File: src/smj_pkg.sv
`timescale 1ns / 1ps

package smj_pkg;

  // table geometry
  localparam int unsigned RIGHT_GROUPS = 1024;
  localparam int unsigned IDX_W        = $clog2(RIGHT_GROUPS);
  localparam int unsigned CNT_W        = $clog2(RIGHT_GROUPS + 1);

  localparam int unsigned KEY_W = 32;
  localparam int unsigned ROW_W = 31;

  // action codes
  localparam logic [1:0] ACT_LOAD  = 2'd0;
  localparam logic [1:0] ACT_PROBE = 2'd1;
  localparam logic [1:0] ACT_CLEAR = 2'd2;

  // status codes
  localparam logic [2:0] ST_LOADED  = 3'd0;
  localparam logic [2:0] ST_FULL    = 3'd1;
  localparam logic [2:0] ST_MATCH   = 3'd2;
  localparam logic [2:0] ST_NOMATCH = 3'd3;
  localparam logic [2:0] ST_CLEARED = 3'd4;

  typedef struct packed {
    logic [1:0]              action;
    logic signed [KEY_W-1:0] key;
    logic [ROW_W-1:0]        first_row;
    logic [ROW_W-1:0]        group_len;
  } in_t;

  typedef struct packed {
    logic [2:0]       status;
    logic [ROW_W-1:0] left_first_row;
    logic [ROW_W-1:0] left_count;
    logic [ROW_W-1:0] right_first_row;
    logic [ROW_W-1:0] right_count;
  } out_t;

  // one right group as stored in the table
  typedef struct packed {
    logic signed [KEY_W-1:0] key;
    logic [ROW_W-1:0]        start;
    logic [ROW_W-1:0]        length;
  } entry_t;

  typedef struct packed {
    logic             we;
    logic             re;
    logic [IDX_W-1:0] addr;
    entry_t           wdata;
  } ram_req_t;

endpackage

File: src/smj_ctrl.sv
`timescale 1ns / 1ps

module smj_ctrl (
  input  logic              clk_i,
  input  logic              rst_ni,
  input  logic              in_valid_i,
  output logic              in_stall_o,
  input  smj_pkg::in_t      in_data_i,
  input  logic              out_free_i,
  output logic              res_valid_o,
  output smj_pkg::out_t     res_o,
  output smj_pkg::ram_req_t ram_req_o,
  input  smj_pkg::entry_t   rd_data_i
);

  localparam logic S_IDLE = 1'b0;
  localparam logic S_SCAN = 1'b1;

  logic                            state_q, state_d;
  logic [smj_pkg::CNT_W-1:0]       cnt_q, cnt_d;
  logic [smj_pkg::CNT_W-1:0]       ptr_q, ptr_d;
  logic [smj_pkg::CNT_W-1:0]       ptr_nxt;
  logic signed [smj_pkg::KEY_W-1:0] pkey_q, pkey_d;
  logic [smj_pkg::ROW_W-1:0]       pfirst_q, pfirst_d;
  logic [smj_pkg::ROW_W-1:0]       plen_q, plen_d;
  logic                            accept;

  assign in_stall_o = (state_q != S_IDLE) || !out_free_i;
  assign accept     = in_valid_i && !in_stall_o;
  assign ptr_nxt    = ptr_q + smj_pkg::CNT_W'(1);

  always_comb begin
    state_d     = state_q;
    cnt_d       = cnt_q;
    ptr_d       = ptr_q;
    pkey_d      = pkey_q;
    pfirst_d    = pfirst_q;
    plen_d      = plen_q;
    res_valid_o = 1'b0;
    res_o       = '0;
    ram_req_o   = '0;
    unique case (state_q)
      S_IDLE: begin
        if (accept) begin
          unique case (in_data_i.action)
            smj_pkg::ACT_LOAD: begin
              res_valid_o = 1'b1;
              if (cnt_q < smj_pkg::CNT_W'(smj_pkg::RIGHT_GROUPS)) begin
                ram_req_o.we           = 1'b1;
                ram_req_o.addr         = cnt_q[smj_pkg::IDX_W-1:0];
                ram_req_o.wdata.key    = in_data_i.key;
                ram_req_o.wdata.start  = in_data_i.first_row;
                ram_req_o.wdata.length = in_data_i.group_len;
                cnt_d                  = cnt_q + smj_pkg::CNT_W'(1);
                res_o.status           = smj_pkg::ST_LOADED;
              end else begin
                res_o.status = smj_pkg::ST_FULL;
              end
            end
            smj_pkg::ACT_PROBE: begin
              pkey_d   = in_data_i.key;
              pfirst_d = in_data_i.first_row;
              plen_d   = in_data_i.group_len;
              if (ptr_q < cnt_q) begin
                ram_req_o.re   = 1'b1;
                ram_req_o.addr = ptr_q[smj_pkg::IDX_W-1:0];
                state_d        = S_SCAN;
              end else begin
                res_valid_o          = 1'b1;
                res_o.status         = smj_pkg::ST_NOMATCH;
                res_o.left_first_row = in_data_i.first_row;
                res_o.left_count     = in_data_i.group_len;
              end
            end
            smj_pkg::ACT_CLEAR: begin
              cnt_d        = '0;
              ptr_d        = '0;
              res_valid_o  = 1'b1;
              res_o.status = smj_pkg::ST_CLEARED;
            end
            default: begin
              res_valid_o  = 1'b1;
              res_o.status = smj_pkg::ST_NOMATCH;
            end
          endcase
        end
      end
      S_SCAN: begin
        res_o.left_first_row = pfirst_q;
        res_o.left_count     = plen_q;
        if (rd_data_i.key < pkey_q) begin
          // step past a smaller right group
          ptr_d = ptr_nxt;
          if (ptr_nxt < cnt_q) begin
            ram_req_o.re   = 1'b1;
            ram_req_o.addr = ptr_nxt[smj_pkg::IDX_W-1:0];
          end else begin
            res_valid_o  = 1'b1;
            res_o.status = smj_pkg::ST_NOMATCH;
            state_d      = S_IDLE;
          end
        end else if (rd_data_i.key == pkey_q) begin
          res_valid_o           = 1'b1;
          res_o.status          = smj_pkg::ST_MATCH;
          res_o.right_first_row = rd_data_i.start;
          res_o.right_count     = rd_data_i.length;
          state_d               = S_IDLE;
        end else begin
          res_valid_o  = 1'b1;
          res_o.status = smj_pkg::ST_NOMATCH;
          state_d      = S_IDLE;
        end
      end
      default: begin
        state_d = S_IDLE;
      end
    endcase
  end

  always_ff @(posedge clk_i or negedge rst_ni) begin
    if (!rst_ni) begin
      state_q <= S_IDLE;
      cnt_q   <= '0;
      ptr_q   <= '0;
    end else begin
      state_q <= state_d;
      cnt_q   <= cnt_d;
      ptr_q   <= ptr_d;
    end
  end

  always_ff @(posedge clk_i) begin
    pkey_q   <= pkey_d;
    pfirst_q <= pfirst_d;
    plen_q   <= plen_d;
  end

endmodule

File: config.mk
export PLATFORM = sky130hd
export DESIGN_NAME = smj_ctrl
export DESIGN_NICKNAME = d
export VERILOG_FILES = /design/src/smj_pkg.sv /design/src/smj_ctrl.sv
export SDC_FILE = /design/constraint.sdc
export NUM_CORES = 1
export LEC_CHECK = 0
export BUFFER_PORTS_ARGS = -buffer_cell sky130_fd_sc_hd__clkbuf_2
export CELL_PAD_IN_SITES_DETAIL_PLACEMENT = 1
export CELL_PAD_IN_SITES_GLOBAL_PLACEMENT = 2
export CORE_MARGIN = 2
export CORE_UTILIZATION = 27
export CTS_CLUSTER_DIAMETER = 60
export DETAILED_ROUTE_END_ITERATION = 10
export GPL_ROUTABILITY_DRIVEN = 0
export PLACE_DENSITY_LB_ADDON = 0.1
export SLEW_MARGIN = 15
export SYNTH_ARGS = -nofsm -noshare
export SYNTH_HDL_FRONTEND = slang
export SYNTH_SLANG_ARGS = --single-unit
File: constraint.sdc
create_clock -name clk_i -period 20.4 [get_ports clk_i]
set_clock_uncertainty 0.1 [all_clocks]
set_input_delay 3.06 -clock clk_i [delete_from_list [all_inputs] [get_ports clk_i]]
set_output_delay 3.06 -clock clk_i [all_outputs]
set_load 0.005 [all_outputs]
# After elaboration in Yosys (flattened, before gate mapping)
# Cells that the tools add are included.
# word_totals
ff_bits	117
in_bits	194
output_inout_bits	235
elab_cells	72
# op_classes
addsub	2
order_cmp	4
n_eq_ne	7
n_mux	43
bitwise_logic	1
reduce_logical	9
# op_table
cell	n
$mux 62	4
$mux 94	2
$pmux 65 s2	1
$mux 106	1
$mux 104	1
$mux 11	7
$pmux 11 s2	3
$mux 65	1
$mux 64	1
$eq 32x32->1	1
$lt 32x32->1	1
$add 11x1->11 const B	2
$lt 11x11->1	2
$pmux 10 s2	1
$mux 1	16
$lt 11x11->1 const B	1
$pmux 3 s3	1
$reduce_and 3->1	2
$ne 2x1->1 const B	2
$ne 2x2->1 const B	2
$pmux 1 s2	2
$reduce_and 4->1	1
$mux 3	1
$eq 2x1->1 const B	1
8 further kinds	9

# Logic depth before layout (Yosys ltp)
# Gate-level depths: netlist (run 1).
# depth
word_depth	6
depth_mapped	15
depth_no_buf	12

# Worst setup path before layout (run 1)
# No wires, ideal clock.
# synth_timing
path_type	input-to-output
start	input in_valid_i
end	output ram_req_o[100] in the netlist's numbering
arrival_ns	8.373
t_required_ns	17.240
path_slack_ns	8.867
path_stages	6
n_path_buf	0
path_cell_list	nand3b_1 > nor2_1 > inv_1 > a21oi_1 > a22oi_1 > o21ai_1
# synth_rtl
item	line_no	rtl
from (decl)	smj_ctrl.sv:6	input logic in_valid_i,
to (decl)	smj_ctrl.sv:12	output smj_pkg::ram_req_t ram_req_o,

==> results of run 1 <==
## placed cells by master (no fill, tap or decap), types with 22 or more instances in the layout
cell type,Yosys,layout
clkbuf_2,0,428
edfxtp_1,94,94
nand2_1,27,27
ha_1,55,55
and3_1,67,66
inv_1,55,55
and2_1,96,96
a22o_1,62,62
nor2_1,23,22
dfrtp_1,23,22
## worst min-delay path, cell delays in order (launching register included)
cell	delay [ns]
dfrtp_1	0.40
o21ai_0	0.09
a21oi_1	0.06
## layer usage
metal	track usage	share of wire	up-vias
met1	0.2240	0.40	3313
li1	-	-	3339
met5	0	0.0010	-
met3	0.05853	0.066	28
met4	0.04802	0.016	4
met2	0.3741	0.52	252
## logic make-up after synthesis
family	after synthesis
AO/OA/AOI/OAI	132
XOR/XNOR	16
adder cells (fa/ha/maj)	55
buffers and inverters	100
flip-flops	117
multiplexers	11
AND/OR/NAND/NOR	261
## area by class of cell
cell class | instances | area share
timing repair buffer | 435 | 0.2138
inverter | 56 | 0.02037
sequential | 117 | 0.3296
antenna | 1 | 0.0002425
tap | 335 | 0.04061
clock buffer | 17 | 0.04122
clock inverter | 15 | 0.01794
multi-input combinational | 475 | 0.3362
## state kept, by name, indices dropped and copies added, names as in the netlist
name      count
pkey_q       32
ptr_q        11
plen_q       31
state_q       1
cnt_q        11
pfirst_q     31
## final timing paths
check / startpoint / to / slack [ns] / cells past startpoint
worst min-delay path: cnt_q[5] / cnt_q[5] / 0.49 / 2
worst min register to register: cnt_q[5] / cnt_q[5] / 0.49 / 2
worst max-delay path: out_free_i / ram_req_o[102] / 10.56 / 9
worst max register to register: ptr_q[2] / state_q / 16.44 / 11
min in group asynchronous: rst_ni / cnt_q[7] / 2.56 / 1
max in group asynchronous: rst_ni / state_q / 17.13 / 1
## power groups by stage
stage	Clock, mW	Sequential, mW	Combinational (mW)
floorplan	0	0.283	0.105
finish	0.314	0.285	0.188
CTS	0.324	0.285	0.191
global placement	0	0.290	0.189
detailed placement	0	0.290	0.190
global route	0.332	0.286	0.210
==> flow_metrics.tcl, run 1 <==
set metrics [dict create \
    status "completed" \
    vias 6936 \
    pre_cts_ws_ns 10.45 \
    detail-route-antenna-nets 0 \
    num_rows 59 \
    synth_most_common_cell "and2_1" \
    synth_edf_count 94 \
    regArea_um2 3402 \
    design_area_um2 10320 \
    seqPwrFrac 0.362 \
    hold_viol 0 \
    antenna_found_initial 3 \
    dp.final_hpwl_um 22430 \
    grt_pass1_vias 7293 \
    crit_path_start_kind "primary input" \
    postCtsHoldBufs 0 \
    maxCapViolCount 0 \
    intPower_mw 0.5383 \
    cellLeakagePower_nw 5.411 \
    fp.coreArea_um2 26210 \
    overflow 0 \
    drc 0 \
    drv_slew 0 \
    holdCritPathClass "reg -> reg" \
    cts.reportedPaths.clkPinSlew_ns 0.06 \
    clk_latency_ns 0.42 \
    syn-num-nets 941 \
    crit_path_max_fanout 63 \
    min_period_ns 9.841 \
    worst_path_max_delay_cell "nor2_4" \
    max_freq_mhz 101.6 \
    synthMuxAreaShare 0.01589 \
    detail_route.wl_per_cell_um 19.82 \
    p_comb_frac 0.239 \
    synth_common_cells "96 x and2_1, 94 x edfxtp_1, 67 x and3_1, 62 x a22o_1" \
    synth_top_family_by_area "simple AND/OR/NAND/NOR gates" \
    setup_viol 0 \
    clockBufferDepth 2 \
    grt_pass1_wl_um 43150 \
    cp.arrival_ns 6.68 \
    synth_flop_cell "edfxtp_1" \
    placed_cell_area_um2 9688 \
    synth_cell_types 50 \
    finalWorstSetupSlack_ns 10.56 \
    synthTopCellsByArea "edfxtp_1 39%, ha_1 9.5%, and2_1 8.3%, dfrtp_1 7.9%, a22o_1 7.5%" \
    yosys.area.top_type "edfxtp_1" \
    path_cells "clkbuf_2 -> nand3b_1 -> nor2_4 -> buf_4 -> inv_1 -> a21oi_1 -> a22oi_1 -> o21ai_1 -> clkbuf_2" \
    numCtsBuffers 17 \
    endpoint_kind "output port" \
    areaGrowthSynthToFinish_pct 42.44 \
    path_buf_inv 4 \
    layout-drive-gt1-share 0.4296 \
    p_sw_frac 0.3160 \
    power_mw 0.7870 \
    peakVddDrop_mv 0.03832 \
    yosysTopAreaCellShare 0.3896 \
    crit_family "simple AND/OR/NAND/NOR gates" \
    cts_tree "done" \
    fillers 3067 \
    syn_area_um2 7246 \
    synthXorXnorAreaFrac 0.01934 \
    critPathRequiredTime_ns 17.24 \
    worst_hold_slack_ns 0.4893 \
    track_usage 0.2006 \
    fp.dieH_um 167.8 \
    synth_seq_cells 117 \
    dpl.cell_count 1417 \
    multi_input_area_um2 3470 \
    syn_avg_cell_area_um2 10.47 \
    path_common_cell "clkbuf_2" \
    yosysWarnings 0 \
    synth-simple-area-share 0.2083 \
    powerDensity_nw_per_um2 76.25 \
    numPortBuffers 428 \
    synth_compound_area_frac 0.1378 \
    p_clk_frac 0.399 \
    first_pass_iters 4 \
    routed_wl_um 28750 \
    instances_no_fill 1451 \
    initial_core_util 0.2765 \
    crit_type "in -> out" \
    cts.sinks 117 \
    die_x_um 167.8 \
    synthArstFlopShare 0.1966 \
    viasPerCell 4.780 \
    worstMarginPinSlew_ns 1.103 \
    cts_setup_buffers 0 \
    fin_nets 1351 \
    slew_headroom 0.2646 \
    cts_root_buffer "clkbuf_16" \
    tns_ns 0 \
    fin_util 0.3938 \
    syn_inst 692 \
    cts-resized-gates 0 \
    switchingPower_mw 0.2487 \
    yosysSeqAreaShare 0.4690 \
    rsz0062_at_grt "no" \
    drt_iter0_drc 299 \
    cts.htree.levels 4 \
    synth-adder-area-share 0.09497 \
    grt_max_degree 128 \
    fin_crit_sh 0.4824 \
    die_area_um2 28160 \
    pin_count 429 \
    slowest_delay_ns 0.89 \
]
Power figures use the tool's default switching activity.
==> run 2, diff against run 1 <==
--- a/config.mk
+++ b/config.mk
@@ -9,7 +9,7 @@
 export CELL_PAD_IN_SITES_DETAIL_PLACEMENT = 1
 export CELL_PAD_IN_SITES_GLOBAL_PLACEMENT = 2
 export CORE_MARGIN = 2
-export CORE_UTILIZATION = 27
+export CORE_UTILIZATION = 22
 export CTS_CLUSTER_DIAMETER = 60
 export DETAILED_ROUTE_END_ITERATION = 10
 export GPL_ROUTABILITY_DRIVEN = 0
==> constraint.sdc (replaced) <==
create_clock -name clk_i -period 8.8 [get_ports clk_i]
set_clock_uncertainty 0.1 [all_clocks]
set_input_delay 1.32 -clock clk_i [delete_from_list [all_inputs] [get_ports clk_i]]
set_output_delay 1.32 -clock clk_i [all_outputs]
set_load 0.005 [all_outputs]
==> flow_metrics.tcl, run 2 (synthesized netlist as in run 1, its figures left out) <==
set metrics [dict create \
    routed_wl_um 29950 \
    grt.met2_usage 0.3187 \
    fillers 3850 \
    fp.coreArea_um2 32450 \
    detail-route-antenna-nets 0 \
    grt_pass1_wl_um 43040 \
    areaGrowthSynthToFinish_pct 43.53 \
    endpoint_kind "output port" \
    cts.reportedPaths.clkPinSlew_ns 0.06 \
    dpl.cell_count 1524 \
    grt_max_degree 67 \
    gr-usage-met1 0.1821 \
    fin_nets 1350 \
    clockBufferDepth 2 \
    first_pass_iters 4 \
    pre_cts_ws_ns 3.175 \
    die_area_um2 34400 \
    clk_latency_ns 0.42 \
    tns_ns 0 \
    cts-resized-gates 0 \
    crit_type "reg -> out" \
    critPathRequiredTime_ns 7.38 \
    largest_reg_flops 32 \
    crit_path_max_fanout 11 \
    path_cells "nand3_1 -> nor2_1 -> nand2_1 -> or3_1 -> xnor2_1 -> ha_1 -> and3_1 -> a221o_1 -> a31oi_1 -> nand4_1 -> o21ai_1 -> clkbuf_2" \
    max_freq_mhz 169.0 \
    peakVddDrop_mv 0.1329 \
    overflow 0 \
    cts.sinks 117 \
    drc 0 \
    viasPerCell 4.479 \
    slowest_delay_ns 0.62 \
    crit_path_start_kind "flip-flop" \
    worstMarginPinSlew_ns 1.023 \
    die_x_um 185.5 \
    drv_slew 0 \
    largest_registers "pkey_q: 32 flops, pfirst_q: 31 flops, plen_q: 31 flops" \
    top_register "pkey_q" \
    cellLeakagePower_nw 5.379 \
    cp.arrival_ns 4.50 \
    cts.htree.levels 4 \
    grt.busiest_layer "met2" \
    numCtsBuffers 17 \
    layout-drive-gt1-share 0.4273 \
    holdCritPathClass "reg -> reg" \
    grtUsageMet3 0.05146 \
    crit_family "simple AND/OR/NAND/NOR gates" \
    powerDensity_nw_per_um2 171.7 \
    postCtsHoldBufs 0 \
    cts_tree "done" \
    path_buf_inv 1 \
    drt_iter0_drc 223 \
    hold_viol 0 \
    fp.dieH_um 185.5 \
    dp.final_hpwl_um 23330 \
    num_rows 66 \
    grt_pass1_vias 7227 \
    maxCapViolCount 0 \
    setup_viol 0 \
    cts_setup_buffers 0 \
    numPortBuffers 428 \
    antenna_found_initial 3 \
    status "completed" \
    initial_core_util 0.2233 \
    mostFrequentLayoutCell "clkbuf_2" \
    instances_no_fill 1559 \
    finalWorstSetupSlack_ns 2.884 \
    vias 6982 \
    min_period_ns 5.916 \
    cts_root_buffer "clkbuf_16" \
    worst_path_max_delay_cell "nand4_1" \
    power_mw 1.786 \
    fin_crit_sh 0.6723 \
    detail_route.wl_per_cell_um 19.21 \
    slew_headroom 0.3179 \
    rsz0062_at_grt "no" \
    track_usage 0.1700 \
    pin_count 429 \
    layout_common_cells "428 x clkbuf_2, 96 x and2_1, 94 x edfxtp_1" \
]
-- run 2: cell types whose count changed in the layout (fill, tap and decap cells not counted), sizes merged --
cell and change:
buf -1, clkbuf +3, clkinv +5, clkinvlp +1, diode +2, inv -9
-- run 2: metal layers --
metal | wire [um] | vias up | part of all wire
met5 | 0 | - | 0
met4 | 568 | 0 | 0.019
met3 | 2183 | 24 | 0.073
met1 | 11560 | 3331 | 0.39
li1 | - | 3338 | -
met2 | 15630 | 289 | 0.52
-- run 2: final cells by class --
cell class,instances,area [um^2],area share
multi-input cells,475,3473,0.3340
flip-flops and latches,117,3402,0.3271
repair buffers,434,2187,0.2103
well taps,442,553.0,0.05318
clock buffers,20,436.7,0.04199
inverters,56,210.2,0.02021
clock inverters,12,130.1,0.01251
diodes,3,7.507,0.0007218
-- run 2: path summary, 6_finish.rpt --
kind	start	to	slack [ns]	depth (start not counted)
setup / recovery	ptr_q[2]	ram_req_o[102]	2.88	12
hold / removal	cnt_q[5]	cnt_q[5]	0.49	2
setup reg to reg	ptr_q[2]	state_q	4.96	11
hold reg to reg	cnt_q[5]	cnt_q[5]	0.49	2
max in group asynchronous	rst_ni	state_q	7.24	1
min in group asynchronous	rst_ni	cnt_q[6]	0.84	1
-- run 2: worst reg2reg max path, cell delays in order (launching register included) --
cell and delay [ns]:
dfrtp_1 0.50, nand3_1 0.17, nor2_1 0.20, nand2_1 0.12, or3_1 0.39, xnor2_1 0.20
ha_1 0.28, and3_1 0.20, a221o_1 0.34, a31oi_1 0.28, nand4_1 0.62, o21ai_1 0.34
-- run 2: stage by stage --
step	cell area, um^2	util	hold WS [ns]
2_1_floorplan	7246	-	0.4166
3_3_place_gp	9822	0.3026	0.4708
3_5_place_dp	9822	0.3026	0.4853
4_1_cts	10390	0.3201	0.4931
5_1_grt	10390	0.3202	0.5254
6_report	10400	0.3205	0.4936
-- run 2: report_power, final --
group	leakage (nW)	internal (mW)	switching [mW]
Combinational	3.94	0.185	0.243
Clock	0.275	0.417	0.268
Sequential	1.17	0.628	0.0454
Total	5.38	1.23	0.556
==> run 3, diff against run 2 <==
==> constraint.sdc (replaced) <==
create_clock -name clk_i -period 4.85 [get_ports clk_i]
set_clock_uncertainty 0.1 [all_clocks]
set_input_delay 0.7275 -clock clk_i [delete_from_list [all_inputs] [get_ports clk_i]]
set_output_delay 0.7275 -clock clk_i [all_outputs]
set_load 0.005 [all_outputs]
==> flow_metrics.tcl, run 3 (synthesized netlist as in run 1, its figures left out) <==
set metrics [dict create \
    fin_util 0.3236 \
    reg2reg_depth 12 \
    grt_max_degree 82 \
    drt_iter0_drc 264 \
    pin_count 429 \
    powerDensity_nw_per_um2 319.3 \
    crit_type "reg -> out" \
    cts_root_buffer "clkbuf_16" \
    intPower_mw 2.349 \
    cts_tree "done" \
    grt_pass1_vias 7141 \
    min_period_ns 4.505 \
    crit_path_max_fanout 11 \
    top_register "pkey_q" \
    switchingPower_mw 1.005 \
    pre_cts_ws_ns 0.4811 \
    die_area_um2 34400 \
    slowest_delay_ns 0.46 \
    vias 6962 \
    cts.reportedPaths.clkPinSlew_ns 0.06 \
    postCtsHoldBufs 0 \
    antenna_found_initial 5 \
    initial_core_util 0.2233 \
    seqPwrFrac 0.363 \
    placed_cell_area_um2 9857 \
    slew_headroom 0.3284 \
    first_pass_iters 4 \
    detail-route-antenna-nets 0 \
    grt_pass1_wl_um 42060 \
    max_freq_mhz 222.0 \
    critPathRequiredTime_ns 4.02 \
    cts_setup_buffers 0 \
    design_area_um2 10500 \
    largest_registers "pkey_q: 32 flops, pfirst_q: 31 flops, plen_q: 31 flops" \
    numCtsBuffers 17 \
    routed_wl_um 29240 \
    mostFrequentLayoutCell "clkbuf_2" \
    p_clk_frac 0.406 \
    viasPerCell 4.457 \
    fp.dieH_um 185.5 \
    areaGrowthSynthToFinish_pct 44.95 \
    worstMarginPinSlew_ns 1.007 \
    finalWorstSetupSlack_ns 0.3445 \
    num_rows 66 \
    cellLeakagePower_nw 5.416 \
    die_x_um 185.5 \
    overflow 0 \
    hold_viol 0 \
    fp.coreArea_um2 32450 \
    setup_viol 0 \
    r2r-start "ptr_q[3]" \
    path_cells "nand3_1 -> nor2_2 -> nand2_1 -> or3_1 -> xnor2_1 -> ha_1 -> and3_1 -> a221o_1 -> a31oi_2 -> nand4_1 -> buf_4 -> o21ai_1 -> clkbuf_2" \
    drc 0 \
    cp.arrival_ns 3.68 \
    worst_path_max_delay_cell "dfrtp_1" \
    cts.sinks 117 \
    track_usage 0.1658 \
    fillers 3829 \
    p_sw_frac 0.2996 \
    layout-drive-gt1-share 0.4315 \
    peakVddDrop_mv 0.2209 \
    crit_path_start_kind "flip-flop" \
    regArea_um2 3403 \
    rrSetupSlack_ns 1.53 \
    maxCapViolCount 0 \
    largest_reg_flops 32 \
    layout_common_cells "428 x clkbuf_2, 96 x and2_1, 94 x edfxtp_1" \
    dp.final_hpwl_um 23060 \
    worst_hold_slack_ns 0.2365 \
    r2r-end "state_q" \
    clk_latency_ns 0.42 \
    detail_route.wl_per_cell_um 18.72 \
    status "completed" \
    endpoint_kind "output port" \
    numPortBuffers 428 \
    clockBufferDepth 2 \
    holdCritPathClass "in -> async" \
    drv_slew 0 \
    multi_input_area_um2 3478 \
    fin_crit_sh 0.9290 \
    p_comb_frac 0.232 \
    fin_nets 1353 \
    startpoint "ptr_q[3]" \
    cts.htree.levels 4 \
    power_mw 3.354 \
]
run 3: cell count changes in the layout (fill, tap and decap cells not counted), moves of 2 or more:
cell,change
clkinv_2,-4
buf_4,+2
bufinv_16,+2
clkbuf_1,-2
inv_6,+2
run 3: how the worst max path moves through the flow:
| stage | slack (ns) | cells past startpoint | to |
|---|---|---|---|
| final | 0.34 | 13 | ram_req_o[104] |
| after global routing | -0.02 | 13 | ram_req_o[104] |
| after CTS | 0.12 | 13 | ram_req_o[104] |
| after detailed placement | 0.48 | 9 | res_o[124] |
| after global placement | 0.52 | 13 | ram_req_o[104] |
| after floorplan | 0.72 | 6 | ram_req_o[100] |
run 3: power groups by stage:
stage               sequential, mW  combinational (mW)  clock (mW)
floorplan                     1.19               0.444           0
global placement              1.24               0.786           0
detailed placement            1.24               0.792           0
CTS                           1.21               0.795        1.41
global route                  1.22               0.868        1.44
finish                        1.22               0.777        1.36
run 3: layout make-up:
type,count,share of cell area
Tap cell,442,0.05266
Clock buffer,18,0.04086
Timing Repair Buffer,437,0.2116
Inverter,56,0.02001
Clock inverter,14,0.01894
Multi-Input combinational cell,475,0.3312
Sequential cell,117,0.3240
Antenna cell,3,0.0007148
run 3: routing by layer:
| layer | vias up | GRT usage | wire [um] |
|---|---|---|---|
| met5 | - | 0 | 23 |
| met4 | 4 | 0.05143 | 512 |
| met2 | 281 | 0.3110 | 15340 |
| met1 | 3308 | 0.1791 | 11410 |
| li1 | 3344 | - | - |
| met3 | 25 | 0.04657 | 1945 |
run 3: repair_timing:
action,CTS,global route
resized for setup,0,3
setup endpoints to repair,0,11
hold endpoints to repair,0,0
run 3: per-stage QoR:
step | TNS [ns] | cells
6_report | 0 | 1562
5_1_grt | -0.01932 | 1561
4_1_cts | 0 | 1559
3_5_place_dp | 0 | 1527
3_3_place_gp | 0 | 1527
2_1_floorplan | 0 | 692
run 3: worst max-delay path, delay by kind of cell (launching register included):
family                     cells  cell delay, ns
DFF                            1            0.46
adders and majority gates      1            0.27
xor gates and xnor gates       1            0.19
AOI/OAI and AO/OA              3            0.75
buffers and inverters          2            0.43
and+or+nand+nor                6            1.17
